==> src/hdl/rlesd_pkg.sv <==
package rlesd_pkg;

    localparam int MIN_RANGE_SHORT = (16 + 1 + 1) + 2;
    localparam int RUN_BIAS        = MIN_RANGE_SHORT / 16 - 1;
    localparam int HEADER_BYTES    = 8;
    localparam int SYMBOL_BYTES    = 16;
    localparam int QUEUE_DEPTH     = 4;
    localparam int OUT_DATA_W      = 168;
    localparam int OUT_USER_W      = 2;

    typedef enum logic [2:0] {
        PH_HEADER      = 3'd0,
        PH_SYMBOL      = 3'd1,
        PH_COUNT       = 3'd2,
        PH_COUNT_WIDE  = 3'd3,
        PH_OFFSET      = 3'd4,
        PH_OFFSET_WIDE = 3'd5,
        PH_LITERAL     = 3'd6,
        PH_DONE        = 3'd7
    } t_phase;

    typedef enum logic [1:0] {
        KIND_LITERAL = 2'd0,
        KIND_RUN     = 2'd1,
        KIND_END     = 2'd2
    } t_kind;

    typedef struct packed {
        logic        has_lit;
        logic [7:0]  lit;
        logic        has_close;
        logic        is_end;
        logic [63:0] sym_lo;
        logic [63:0] sym_hi;
        logic [31:0] units;
    } t_entry;

endpackage

==> src/hdl/rle_128bit_symbol_stream_decoder.sv <==
// Run-length stream decoder for 128-bit symbols.
// Input channel (s_axis): one compressed byte per word in tdata; tuser high
// marks the first header byte of a new stream and restarts parsing.
// Output channel (m_axis): tuser carries the word kind (literal, run, end of
// stream); tdata carries literal byte, symbol low, symbol high and run units.
// tlast marks the final output word caused by one input byte.
// One byte is taken per cycle while the queue between parser and output
// stage has room. A byte that closes its literal section gives two output
// words, the literal then the run descriptor or end marker; every other
// byte gives at most one word. Header, symbol and count bytes give none and
// an offset byte gives at most one, so the output side sustains the input
// rate on any real stream. An accepted byte's words are written into the
// queue and then loaded into the output register.
// After reset the parser sits in the header phase as though a stream began
// and the queue and output register are empty. A receiver stall holds the
// output word; the queue absorbs up to QUEUE_DEPTH entries before s_axis
// tready drops. Bytes after the end of a stream give no output.
module rle_128bit_symbol_stream_decoder #(
    parameter int QUEUE_DEPTH = rlesd_pkg::QUEUE_DEPTH
) (
    input  logic        i_clk,
    input  logic        i_rst_n,
    input  logic        i_s_axis_tvalid,
    output logic        o_s_axis_tready,
    input  logic [7:0]  i_s_axis_tdata,   // in_byte
    input  logic        i_s_axis_tuser,   // frame_start
    output logic        o_m_axis_tvalid,
    input  logic        i_m_axis_tready,
    // literal_byte, symbol_low, symbol_high, run_units
    output logic [rlesd_pkg::OUT_DATA_W-1:0] o_m_axis_tdata,
    output logic [rlesd_pkg::OUT_USER_W-1:0] o_m_axis_tuser, // kind
    output logic        o_m_axis_tlast    // last_of_item
);
    import rlesd_pkg::*;

    logic   take;
    logic   push, pop, full, head_valid;
    t_entry entry, head;

    assign o_s_axis_tready = !full;
    assign take            = i_s_axis_tvalid && !full;

    rlesd_parse u_parse (
        .i_clk   (i_clk),
        .i_rst_n (i_rst_n),
        .i_take  (take),
        .i_byte  (i_s_axis_tdata),
        .i_start (i_s_axis_tuser),
        .o_push  (push),
        .o_entry (entry)
    );

    rlesd_fifo #(
        .DEPTH (QUEUE_DEPTH)
    ) u_fifo (
        .i_clk        (i_clk),
        .i_rst_n      (i_rst_n),
        .i_push       (push),
        .i_entry      (entry),
        .i_pop        (pop),
        .o_head       (head),
        .o_head_valid (head_valid),
        .o_full       (full)
    );

    rlesd_emit u_emit (
        .i_clk        (i_clk),
        .i_rst_n      (i_rst_n),
        .i_head       (head),
        .i_head_valid (head_valid),
        .o_pop        (pop),
        .o_tvalid     (o_m_axis_tvalid),
        .i_tready     (i_m_axis_tready),
        .o_tdata      (o_m_axis_tdata),
        .o_tuser      (o_m_axis_tuser),
        .o_tlast      (o_m_axis_tlast)
    );

endmodule

==> src/hdl/rlesd_parse.sv <==
module rlesd_parse (
    input  logic              i_clk,
    input  logic              i_rst_n,
    input  logic              i_take,
    input  logic [7:0]        i_byte,
    input  logic              i_start,
    output logic              o_push,
    output rlesd_pkg::t_entry o_entry
);
    import rlesd_pkg::*;

    t_phase      r_phase, n_phase;
    logic [3:0]  r_idx, n_idx;
    logic [63:0] r_sym_lo, r_sym_hi;
    logic [31:0] r_count, r_rem;

    t_phase      ph;
    logic [3:0]  idx;
    logic [31:0] wide_rem;
    logic        wide_last;
    logic        rem_low;
    t_phase      close_phase;

    assign ph          = i_start ? PH_HEADER : r_phase;
    assign idx         = i_start ? 4'd0 : r_idx;
    assign wide_rem    = {i_byte, r_rem[23:0]};
    assign wide_last   = (idx[1:0] == 2'd3);
    assign rem_low     = (r_rem[31:1] == 31'd0);
    assign close_phase = (r_count == 32'd0) ? PH_DONE : PH_SYMBOL;

    always_comb begin
        n_phase = ph;
        unique case (ph)
            PH_HEADER: begin
                if (idx == 4'(HEADER_BYTES - 1)) n_phase = PH_SYMBOL;
            end
            PH_SYMBOL: begin
                if (idx == 4'(SYMBOL_BYTES - 1)) n_phase = PH_COUNT;
            end
            PH_COUNT: begin
                n_phase = (i_byte == 8'd0) ? PH_COUNT_WIDE : PH_OFFSET;
            end
            PH_COUNT_WIDE: begin
                if (wide_last) n_phase = PH_OFFSET;
            end
            PH_OFFSET: begin
                if (i_byte == 8'd0)      n_phase = PH_OFFSET_WIDE;
                else if (i_byte == 8'd1) n_phase = close_phase;
                else                     n_phase = PH_LITERAL;
            end
            PH_OFFSET_WIDE: begin
                if (wide_last) begin
                    if (wide_rem == 32'd0)      n_phase = PH_DONE;
                    else if (wide_rem == 32'd1) n_phase = close_phase;
                    else                        n_phase = PH_LITERAL;
                end
            end
            PH_LITERAL: begin
                if (rem_low) n_phase = close_phase;
            end
            PH_DONE:  n_phase = PH_DONE;
            default:  n_phase = PH_DONE;
        endcase
    end

    always_comb begin
        o_entry.has_lit   = 1'b0;
        o_entry.lit       = i_byte;
        o_entry.has_close = 1'b0;
        o_entry.is_end    = (r_count == 32'd0);
        o_entry.sym_lo    = r_sym_lo;
        o_entry.sym_hi    = r_sym_hi;
        o_entry.units     = r_count + 32'(RUN_BIAS);
        n_idx             = idx;
        unique case (ph)
            PH_HEADER, PH_SYMBOL: begin
                n_idx = (n_phase != ph) ? 4'd0 : idx + 4'd1;
            end
            PH_COUNT_WIDE: begin
                n_idx = wide_last ? 4'd0 : {2'b00, idx[1:0] + 2'd1};
            end
            PH_COUNT: n_idx = 4'd0;
            PH_OFFSET: begin
                n_idx             = 4'd0;
                o_entry.has_close = (i_byte == 8'd1);
            end
            PH_OFFSET_WIDE: begin
                n_idx = wide_last ? 4'd0 : {2'b00, idx[1:0] + 2'd1};
                if (wide_last && wide_rem == 32'd0) begin
                    o_entry.has_close = 1'b1;
                    o_entry.is_end    = 1'b1;
                end else if (wide_last && wide_rem == 32'd1) begin
                    o_entry.has_close = 1'b1;
                end
            end
            PH_LITERAL: begin
                o_entry.has_lit   = 1'b1;
                o_entry.has_close = rem_low;
                if (rem_low) n_idx = 4'd0;
            end
            PH_DONE:  n_idx = idx;
            default:  n_idx = idx;
        endcase
    end

    assign o_push = i_take && (o_entry.has_lit || o_entry.has_close);

    always_ff @(posedge i_clk) begin
        if (!i_rst_n) begin
            r_phase <= PH_HEADER;
            r_idx   <= 4'd0;
        end else if (i_take) begin
            r_phase <= n_phase;
            r_idx   <= n_idx;
        end
    end

    always_ff @(posedge i_clk) begin
        if (i_take) begin
            unique case (ph)
                PH_SYMBOL: begin
                    if (!idx[3]) r_sym_lo[{idx[2:0], 3'b000} +: 8] <= i_byte;
                    else         r_sym_hi[{idx[2:0], 3'b000} +: 8] <= i_byte;
                end
                PH_COUNT:      r_count <= {24'd0, i_byte};
                PH_COUNT_WIDE: r_count[{idx[1:0], 3'b000} +: 8] <= i_byte;
                PH_OFFSET: begin
                    r_rem <= (i_byte == 8'd0) ? 32'd0 : {24'd0, i_byte} - 32'd1;
                end
                PH_OFFSET_WIDE: begin
                    if (wide_last) r_rem <= wide_rem - 32'd1;
                    else           r_rem[{idx[1:0], 3'b000} +: 8] <= i_byte;
                end
                PH_LITERAL: begin
                    if (r_rem != 32'd0) r_rem <= r_rem - 32'd1;
                end
                default: ;
            endcase
        end
    end

    a_header_idx: assert property (@(posedge i_clk) disable iff (!i_rst_n)
        r_phase == PH_HEADER |-> r_idx < 4'(HEADER_BYTES))
        else $error("header index out of range");

    a_literal_rem: assert property (@(posedge i_clk) disable iff (!i_rst_n)
        r_phase == PH_LITERAL |-> r_rem != 32'd0)
        else $error("literal phase with nothing left");

endmodule

==> src/hdl/rlesd_fifo.sv <==
module rlesd_fifo #(
    parameter int DEPTH = rlesd_pkg::QUEUE_DEPTH
) (
    input  logic              i_clk,
    input  logic              i_rst_n,
    input  logic              i_push,
    input  rlesd_pkg::t_entry i_entry,
    input  logic              i_pop,
    output rlesd_pkg::t_entry o_head,
    output logic              o_head_valid,
    output logic              o_full
);
    import rlesd_pkg::*;

    localparam int PTR_W = (DEPTH > 1) ? $clog2(DEPTH) : 1;
    localparam int CNT_W = $clog2(DEPTH + 1);

    t_entry             r_mem [DEPTH];
    logic [PTR_W-1:0]   r_wptr, r_rptr, n_wptr, n_rptr;
    logic [CNT_W-1:0]   r_count;

    assign n_wptr       = (r_wptr == PTR_W'(DEPTH - 1)) ? '0 : r_wptr + 1'b1;
    assign n_rptr       = (r_rptr == PTR_W'(DEPTH - 1)) ? '0 : r_rptr + 1'b1;
    assign o_head       = r_mem[r_rptr];
    assign o_head_valid = (r_count != '0);
    assign o_full       = (r_count == CNT_W'(DEPTH));

    always_ff @(posedge i_clk) begin
        if (!i_rst_n) begin
            r_wptr  <= '0;
            r_rptr  <= '0;
            r_count <= '0;
        end else begin
            if (i_push) r_wptr <= n_wptr;
            if (i_pop)  r_rptr <= n_rptr;
            if (i_push && !i_pop)      r_count <= r_count + 1'b1;
            else if (!i_push && i_pop) r_count <= r_count - 1'b1;
        end
    end

    always_ff @(posedge i_clk) begin
        if (i_push) r_mem[r_wptr] <= i_entry;
    end

    a_no_overflow: assert property (@(posedge i_clk) disable iff (!i_rst_n)
        !(i_push && o_full))
        else $error("push into full queue");

    a_no_underflow: assert property (@(posedge i_clk) disable iff (!i_rst_n)
        i_pop |-> o_head_valid)
        else $error("pop from empty queue");

endmodule

==> src/hdl/rlesd_emit.sv <==
module rlesd_emit (
    input  logic              i_clk,
    input  logic              i_rst_n,
    input  rlesd_pkg::t_entry i_head,
    input  logic              i_head_valid,
    output logic              o_pop,
    output logic              o_tvalid,
    input  logic              i_tready,
    output logic [rlesd_pkg::OUT_DATA_W-1:0] o_tdata,
    output logic [rlesd_pkg::OUT_USER_W-1:0] o_tuser,
    output logic              o_tlast
);
    import rlesd_pkg::*;

    logic        r_valid, n_valid;
    logic        r_half, n_half;
    t_kind       r_kind, n_kind;
    logic [7:0]  r_lit, n_lit;
    logic [63:0] r_lo, n_lo, r_hi, n_hi;
    logic [31:0] r_units, n_units;
    logic        r_last, n_last;
    logic        load;

    assign load = !r_valid || i_tready;

    always_comb begin
        n_valid = r_valid;
        n_half  = r_half;
        n_kind  = r_kind;
        n_lit   = r_lit;
        n_lo    = r_lo;
        n_hi    = r_hi;
        n_units = r_units;
        n_last  = r_last;
        o_pop   = 1'b0;
        if (load) begin
            n_valid = i_head_valid;
            if (i_head_valid) begin
                if (i_head.has_lit && !r_half) begin
                    n_kind  = KIND_LITERAL;
                    n_lit   = i_head.lit;
                    n_lo    = 64'd0;
                    n_hi    = 64'd0;
                    n_units = 32'd0;
                    n_last  = !i_head.has_close;
                    n_half  = i_head.has_close;
                    o_pop   = !i_head.has_close;
                end else begin
                    n_kind  = i_head.is_end ? KIND_END : KIND_RUN;
                    n_lit   = 8'd0;
                    n_lo    = i_head.is_end ? 64'd0 : i_head.sym_lo;
                    n_hi    = i_head.is_end ? 64'd0 : i_head.sym_hi;
                    n_units = i_head.is_end ? 32'd0 : i_head.units;
                    n_last  = 1'b1;
                    n_half  = 1'b0;
                    o_pop   = 1'b1;
                end
            end
        end
    end

    always_ff @(posedge i_clk) begin
        if (!i_rst_n) begin
            r_valid <= 1'b0;
            r_half  <= 1'b0;
        end else begin
            r_valid <= n_valid;
            r_half  <= n_half;
        end
    end

    always_ff @(posedge i_clk) begin
        r_kind  <= n_kind;
        r_lit   <= n_lit;
        r_lo    <= n_lo;
        r_hi    <= n_hi;
        r_units <= n_units;
        r_last  <= n_last;
    end

    assign o_tvalid = r_valid;
    assign o_tdata  = {r_units, r_hi, r_lo, r_lit};
    assign o_tuser  = r_kind;
    assign o_tlast  = r_last;

    a_half_head: assert property (@(posedge i_clk) disable iff (!i_rst_n)
        r_half |-> (i_head_valid && i_head.has_lit && i_head.has_close))
        else $error("split word without a matching queue head");

    a_half_lit: assert property (@(posedge i_clk) disable iff (!i_rst_n)
        r_half |-> (r_valid && r_kind == KIND_LITERAL && !r_last))
        else $error("split word state without pending literal");

endmodule

==> config.mk <==
export PLATFORM = sky130hd
export DESIGN_NAME = rle_128bit_symbol_stream_decoder
export DESIGN_NICKNAME = d
export VERILOG_FILES = /design/src/hdl/rlesd_pkg.sv /design/src/hdl/rle_128bit_symbol_stream_decoder.sv /design/src/hdl/rlesd_parse.sv /design/src/hdl/rlesd_fifo.sv /design/src/hdl/rlesd_emit.sv
export SDC_FILE = /design/constraint.sdc
export NUM_CORES = 1
export LEC_CHECK = 0
export BUFFER_PORTS_ARGS = -buffer_cell sky130_fd_sc_hd__buf_2
export CORE_MARGIN = 1.5
export CORE_UTILIZATION = 46
export DETAILED_ROUTE_END_ITERATION = 7
export SLEW_MARGIN = 25
export SYNTH_ARGS = -nofsm -noshare
export SYNTH_HDL_FRONTEND = slang
export SYNTH_SLANG_ARGS = --single-unit
==> constraint.sdc <==
create_clock -name i_clk -period 36.1 [get_ports i_clk]
set_input_delay 5.415 -clock i_clk [delete_from_list [all_inputs] [get_ports i_clk]]
set_output_delay 5.415 -clock i_clk [all_outputs]
set_load 0.01 [all_outputs]
# --- Yosys cells after proc, flatten, opt, wreduce, memory -nomap -nowiden ---
# Memories as Yosys holds them, arrays and structs flattened. A register that Yosys moved wholly into a read port is not among the register bits.
# Index checks and enable logic that the tools add are counted.
classes:
  n_shift: 4
  eq_ne: 17
  multipliers: 0
  magnitude_cmp: 0
  add_sub_neg: 11
  n_bitwise: 1
  n_reduce_logical: 34
  muxes: 46
  n_div: 0
ops:
  columns: ["cell", "count"]
  rows:
  - ["$bwmux 64", 2]
  - ["$mux 32", 3]
  - ["$pmux 32 s3", 1]
  - ["$bwmux 32", 2]
  - ["$logic_not 32->1", 2]
  - ["$pmux 32 s2", 1]
  - ["$shift 8x8->64 const A", 1]
  - ["$shiftx 8x8->64", 1]
  - ["$sub 32x1->32 const B", 2]
  - ["$mux 3", 14]
  - ["$eq 32x1->1 const B", 1]
  - ["$reduce_bool 32->1", 1]
  - ["$shift 8x7->32 const A", 1]
  - ["$shiftx 8x7->32", 1]
  - ["$logic_not 31->1", 1]
  - ["$pmux 3 s8", 1]
  - ["$pmux 4 s5", 1]
  - ["$eq 3x3->1 const B", 5]
  - ["$mux 2", 6]
  - ["$mux 4", 3]
  - ["$mux 1", 11]
  - ["$reduce_and 3->1", 3]
  - ["$sub 8x1->9 const B", 1]
  - ["$eq 8x1->1 const B", 1]
  - ["24 further kinds", 47]
totals:
  ramBits: 684
  latch_bits: 0
  wordCells: 131
  n_memories: 1
  mem_bits_ro: 0
  reg_bits: 379
  output_inout_bits: 173
mem_list:
  columns: ["memory", "depth", "word_bits", "rd", "rd_ports_with_merged_regs", "write_ports", "line_no", "rtl"]
  rows:
  - ["u_fifo.r_mem", 4, 171, 1, 1, 1, "rlesd_fifo.sv:18", "t_entry r_mem [DEPTH];"]

# --- Depth between registers and ports, before layout ---
logic_depth:
  word_depth: 12
  depth_mapped: 15

# --- Cells and area by module ---
# From an unflattened synthesis, not the netlist that was laid out.
hier_totals:
  cells_unflattened: 2133
  hier_area_um2: 41282.1
by_module_without_submodules:
  columns: ["mod", "area_each_um2", "n_inst", "cells_each"]
  rows:
  - ["rlesd_fifo", 25099.1, 1, 937]
  - ["rlesd_parse", 9581.7, 1, 822]
  - ["rlesd_emit", 6591.3, 1, 372]
  - ["rle_128bit_symbol_stream_decoder", 10.0, 1, 2]

# --- Worst setup path before layout ---
# Ideal clock, no wire load.
synth_path:
  path_kind: "in2reg"
  startpoint: "input i_m_axis_tready"
  endpoint: "register u_fifo.r_count[2]"
  required_time_ns: 36.024
  path_buffers: 0
  slack_ns: 19.759
  t_arrival_ns: 16.266
  path_stages: 9
  path_cell_list: "inv_1 -> a21oi_1 -> nand2_1 -> ha_1 -> inv_1 -> fa_1 -> xor2_1 -> or3_1 -> a21boi_0"
synth_via:
  elab_chain_len: 5
synth_rtl:
  columns: ["item", "line_no", "rtl"]
  rows:
  - ["from (decl)", "rle_128bit_symbol_stream_decoder.sv:28", "input logic i_m_axis_tready,"]
  - ["$logic_or 1x1->1 *", "rlesd_emit.sv:24", "assign load = !r_valid || i_tready;"]
  - ["$mux 1 *", "rlesd_emit.sv:36", "if (load) begin"]
  - ["$logic_not 1->1", "rlesd_fifo.sv:36", "if (i_push && !i_pop) r_count <= r_count + 1'b1;"]
  - ["$logic_and 1x1->1", "rlesd_fifo.sv:36", null]
  - ["$mux 3 / $reduce_bool 2->1 (equally long branches)", null, null]
  - ["to (signal assigned)", "rlesd_fifo.sv:36", null]
  - ["to (signal assigned)", "rlesd_fifo.sv:37", "else if (!i_push && i_pop) r_count <= r_count - 1'b1;"]
  - ["to (decl)", "rlesd_fifo.sv:20", "logic [CNT_W-1:0] r_count;"]
# Every way passes the cells marked *; elsewhere a longest branch is shown, timed or not.
# A chain may end at the register's enable or synchronous reset.

# --- Final worst setup path ---
layout_path:
  startpoint: "input i_s_axis_tuser"
  endpoint: "memory u_fifo.r_mem[2][6] (netlist bit) (enable)"
layout_via:
  elab_chain_len: 10
layout_rtl:
  columns: ["item", "line_no", "rtl"]
  rows:
  - ["from (decl)", "rle_128bit_symbol_stream_decoder.sv:26", "input logic i_s_axis_tuser,"]
  - ["$mux 4", "rlesd_parse.sv:25", "assign idx = i_start ? 4'd0 : r_idx;"]
  - ["$eq 2x2->1", "rlesd_parse.sv:27", "assign wide_last = (idx[1:0] == 2'd3);"]
  - ["$logic_and 1x1->1", "rlesd_parse.sv:92", "end else if (wide_last && wide_rem == 32'd1) begin"]
  - ["$mux 1", "rlesd_parse.sv:92", null]
  - ["$mux 1", "rlesd_parse.sv:89", "if (wide_last && wide_rem == 32'd0) begin"]
  - ["$pmux 1 s3", "rlesd_parse.sv:75", "unique case (ph)"]
  - ["$logic_or 1x1->1 *", "rlesd_parse.sv:106", "assign o_push = i_take && (o_entry.has_lit || o_entry.has_close);"]
  - ["$logic_and 1x1->1 *", "rlesd_parse.sv:106", null]
  - ["via push", "rle_128bit_symbol_stream_decoder.sv:37", "logic push, pop, full, head_valid;"]
  - ["$mux 1 *", "rlesd_fifo.sv:42", "if (i_push) r_mem[r_wptr] <= i_entry;"]
  - ["$mux 1 (not written as such) *", "rlesd_fifo.sv:42", null]
  - ["to (decl)", "rlesd_fifo.sv:18", null]
# The timed path passes the listed nets; every way through them passes the cells marked *.

==> summary.md <==
| Metric | Value |
|---|---|
| Status | finished with violations |
| Violated checks | design-rule violations |
| Critical path class | primary input to flip-flop |
| Placer Congestion | 0.856 |
| Final hold vios | 0 |
| Gr usage total | 0.196 |
| Worst path buffer plus inverter count | 4 |
| Yosys cell types | 76 |
| # rows | 109 |
| Share of the synthesized area in the top cell type | 0.765 |
| Setup Buffers After CTS | 0 |
| Area taken by multi-input logic gates | 8850 µm² |
| Placed wire-length estimate | 54.2 mm |
| Die height | 302 µm |
| Sequence of cells on the critical path | buf_2 -> nand2b_1 -> clkinv_1 -> ha_1 -> buf_4 -> nand2_1 -> nor4_4 -> nand2_2 -> a31oi_4 -> and2_4 -> buf_4 |
| Routed Antenna Nets | 0 |
| Leak Pwr | 15.5 nW |
| Worst Path Max Fanout | 60 |
| First-pass GRT wire length | 133 mm |
| Initial antenna violation count | 5 |
| Clk root buf | clkbuf_16 |
| P per Cell Area | 65.8 nW/µm² |
| CP peak stage delay | 0.86 ns |
| Buffer depth of the longest clock path | 3 |
| Die width | 302 µm |
| Routed WL | 89.4 mm |
| DR WL/cell | 24.8 µm |
| VDD IR max | 0.0000469 V |
| Crit-path slowest cell | buf_4 |
| Total power | 3.08 mW |
| Combinational share of power | 0.159 |
| Synth top area cells | edfxtp_1 76%, mux4_2 9.4%, and3_1 2.6%, and2_1 1.0%, clkbuf_1 0.95% |
| Top cell by count, worst path | buf_4 |
| Detailed-route via count | 20500 |
| Setup TNS | 0 ns |
| Sink Count | 1065 |
| Remaining DRCs | 34 |
| Switching Fraction | 0.259 |
| Hold slack | 0.481 ns |
| Yosys top cell by area | edfxtp_1 |
| Critical Path Sink Type | flip-flop |
| Die ar. | 91200 µm² |
| Tmin final | 9.19 ns |
| Startpoint types | primary input |
| Avg Inst Size Synth | 19.1 µm² |
| Sequential Power Share | 0.502 |
| Clk_skew | 0.0234 ns |
| Required time of the critical path | 36.38 ns |
| Worst Hold Class | flip-flop to flip-flop |
| Relative slew slack | 0.317 |
| I/O Pins | 186 |
| Most frequent cell after synthesis | edfxtp_1 |
| Mapped Nets | 2188 |
| Synth Instances | 2155 |
| Later-pin clock latency in the skew report | 0.67 ns |
| Setup repair after global routing missed its margin | no |
| Fmax achieved | 109 MHz |
| Syn Std Cell Area | 41100 µm² |
| Hold_buf cts | 0 |
| # nets final | 2391 |
| Slew Limit Fails | 0 |
| Final setup fails | 0 |
| Pin count of the biggest net entering global routing | 140 |
| DR pass1 iterations | 8 |
| Synth Warn # | 0 |
| Filler instances | 6944 |
| Worst slack, placed | 26.20 ns |
| Core Region | 88500 µm² |
| Top FF cell, synth | edfxtp_1 |
| Max-cap viol count | 0 |
| Area growth from synthesis to layout | 13.7% |
| Final period util | 0.255 |
| Yosys reg bits | 1065 |
| Worst-path clk slew | 0.06 ns |
| Final core occ | 0.528 |
| Gr ovfl total | 0 |
| Starting Density | 0.464 |
| Register area share after synthesis | 0.774 |
| H-tree lvl count | 3 |
| IO buf count | 185 |
| WP data arrival | 9.48 ns |
| Num CTS Buffers | 107 |
| Clock power frac | 0.339 |
| Worst Max-Slew Pin Slew | 1.02 ns |
| Setup ws final | 26.91 ns |
| CTS resizes | 0 |
| Post-synth EDFFs | 1047 |
| Pint | 2.28 mW |
| CTS tree | yes |
| Drt first-iter violations | 2003 |
| Vias in the first global route | 20700 |
| Vias per std cell | 5.69 |
| P_sw | 0.797 mW |
| Register Area | 31800 µm² |
| Ys async rst share | 0 |
| Layout cell share with drive strength beyond 1 | 0.235 |
| CP delay by family, top | simple AND/OR/NAND/NOR gates |
| Post-synth top cells | 1047 x edfxtp_1, 174 x and3_1, 171 x mux4_2, 104 x clkbuf_1, 71 x nor2_1 |
==> worst reg2reg max path: cells and delay by family, from the launching register on <==
kind | cells | cell delay, ns
buffers and inverters | 3 | 1.42
DFF | 1 | 0.40
AOI/OAI and AO/OA | 1 | 0.33
and+or+nand+nor | 5 | 1.73
adders and majority gates | 1 | 0.19
==> placed cells by master, fill, tap and decap left out, types with 41 or more instances in the layout <==
cell type,n
a21oi_1,61
nor2_1,71
nor2b_1,41
and2_1,62
edfxtp_1,1047
clkbuf_16,108
and3_1,174
buf_2,185
nand2_1,65
mux4_2,171
==> sequential cells by signal, summed over array words and instances, names as in the netlist, 32 cells and up, named ones only <==
signal            flops
u_emit.r_lo          64
u_fifo.r_mem        684
u_emit.r_units       32
u_parse.r_sym_hi     64
u_parse.r_sym_lo     64
u_parse.r_rem        32
u_emit.r_hi          64
u_parse.r_count      32
==> layer usage <==
layer  vias to the layer above  global-route usage  routed length (µm)
met1                     10600               0.280               39400
li1                       9096                   -                   -
met2                       631               0.314               43000
met4                         2              0.0626                2280
met3                       147              0.0289                4720
met5                         -                   0                  13
==> through the flow <==
step                area, µm²  instances
floorplan               41100       2155
global placement        43300       3410
detailed placement      43400       3412
CTS                     46600       3605
global route            46700       3607
finish                  46700       3608
==> power groups by stage <==
stage | clock network, mW | logic [mW] | registers [mW]
floorplan | 0 | 0.247 | 1.64
global placement | 0 | 0.494 | 1.57
detailed placement | 0 | 0.502 | 1.57
CTS | 1.06 | 0.503 | 1.55
global route | 1.11 | 0.532 | 1.56
finish | 1.04 | 0.489 | 1.54
==> kinds of logic (layout without fill, tap and decap cells) <==
group,Yosys count,count (layout),share of synthesized area
simple gates,555,555,0.0782
flops,1065,1065,0.774
buf+inv,144,431,0.0133
xor+xnor,30,30,0.00639
compound gates,164,164,0.0271
fa+ha+maj,20,20,0.00627
mux,177,177,0.0951
other cells,0,1,0
==> layout make-up <==
cell class                      instances  share of cell area
Antenna cell                            1           0.0000536
Tap cell                             1165              0.0312
Sequential cell                      1065               0.681
Clock buffer                          139              0.0603
Inverter                               21             0.00174
Clock inverter                         54             0.00991
Timing Repair Buffer                  217              0.0267
Multi-Input combinational cell        946               0.189
==> worst paths after layout <==
path | depth (start not counted) | endpoint | start | slack [ns]
setup / recovery | 11 | u_fifo.r_mem[2][6] | i_s_axis_tuser | 26.91
hold / removal | 0 | u_fifo.r_mem[2][38] | u_parse.r_sym_hi[6] | 0.48
setup reg to reg | 10 | u_fifo.r_mem[2][6] | u_parse.r_idx[0] | 31.55
hold reg to reg | 0 | u_fifo.r_mem[2][38] | u_parse.r_sym_hi[6] | 0.48
Power figures use the tool's default switching activity.
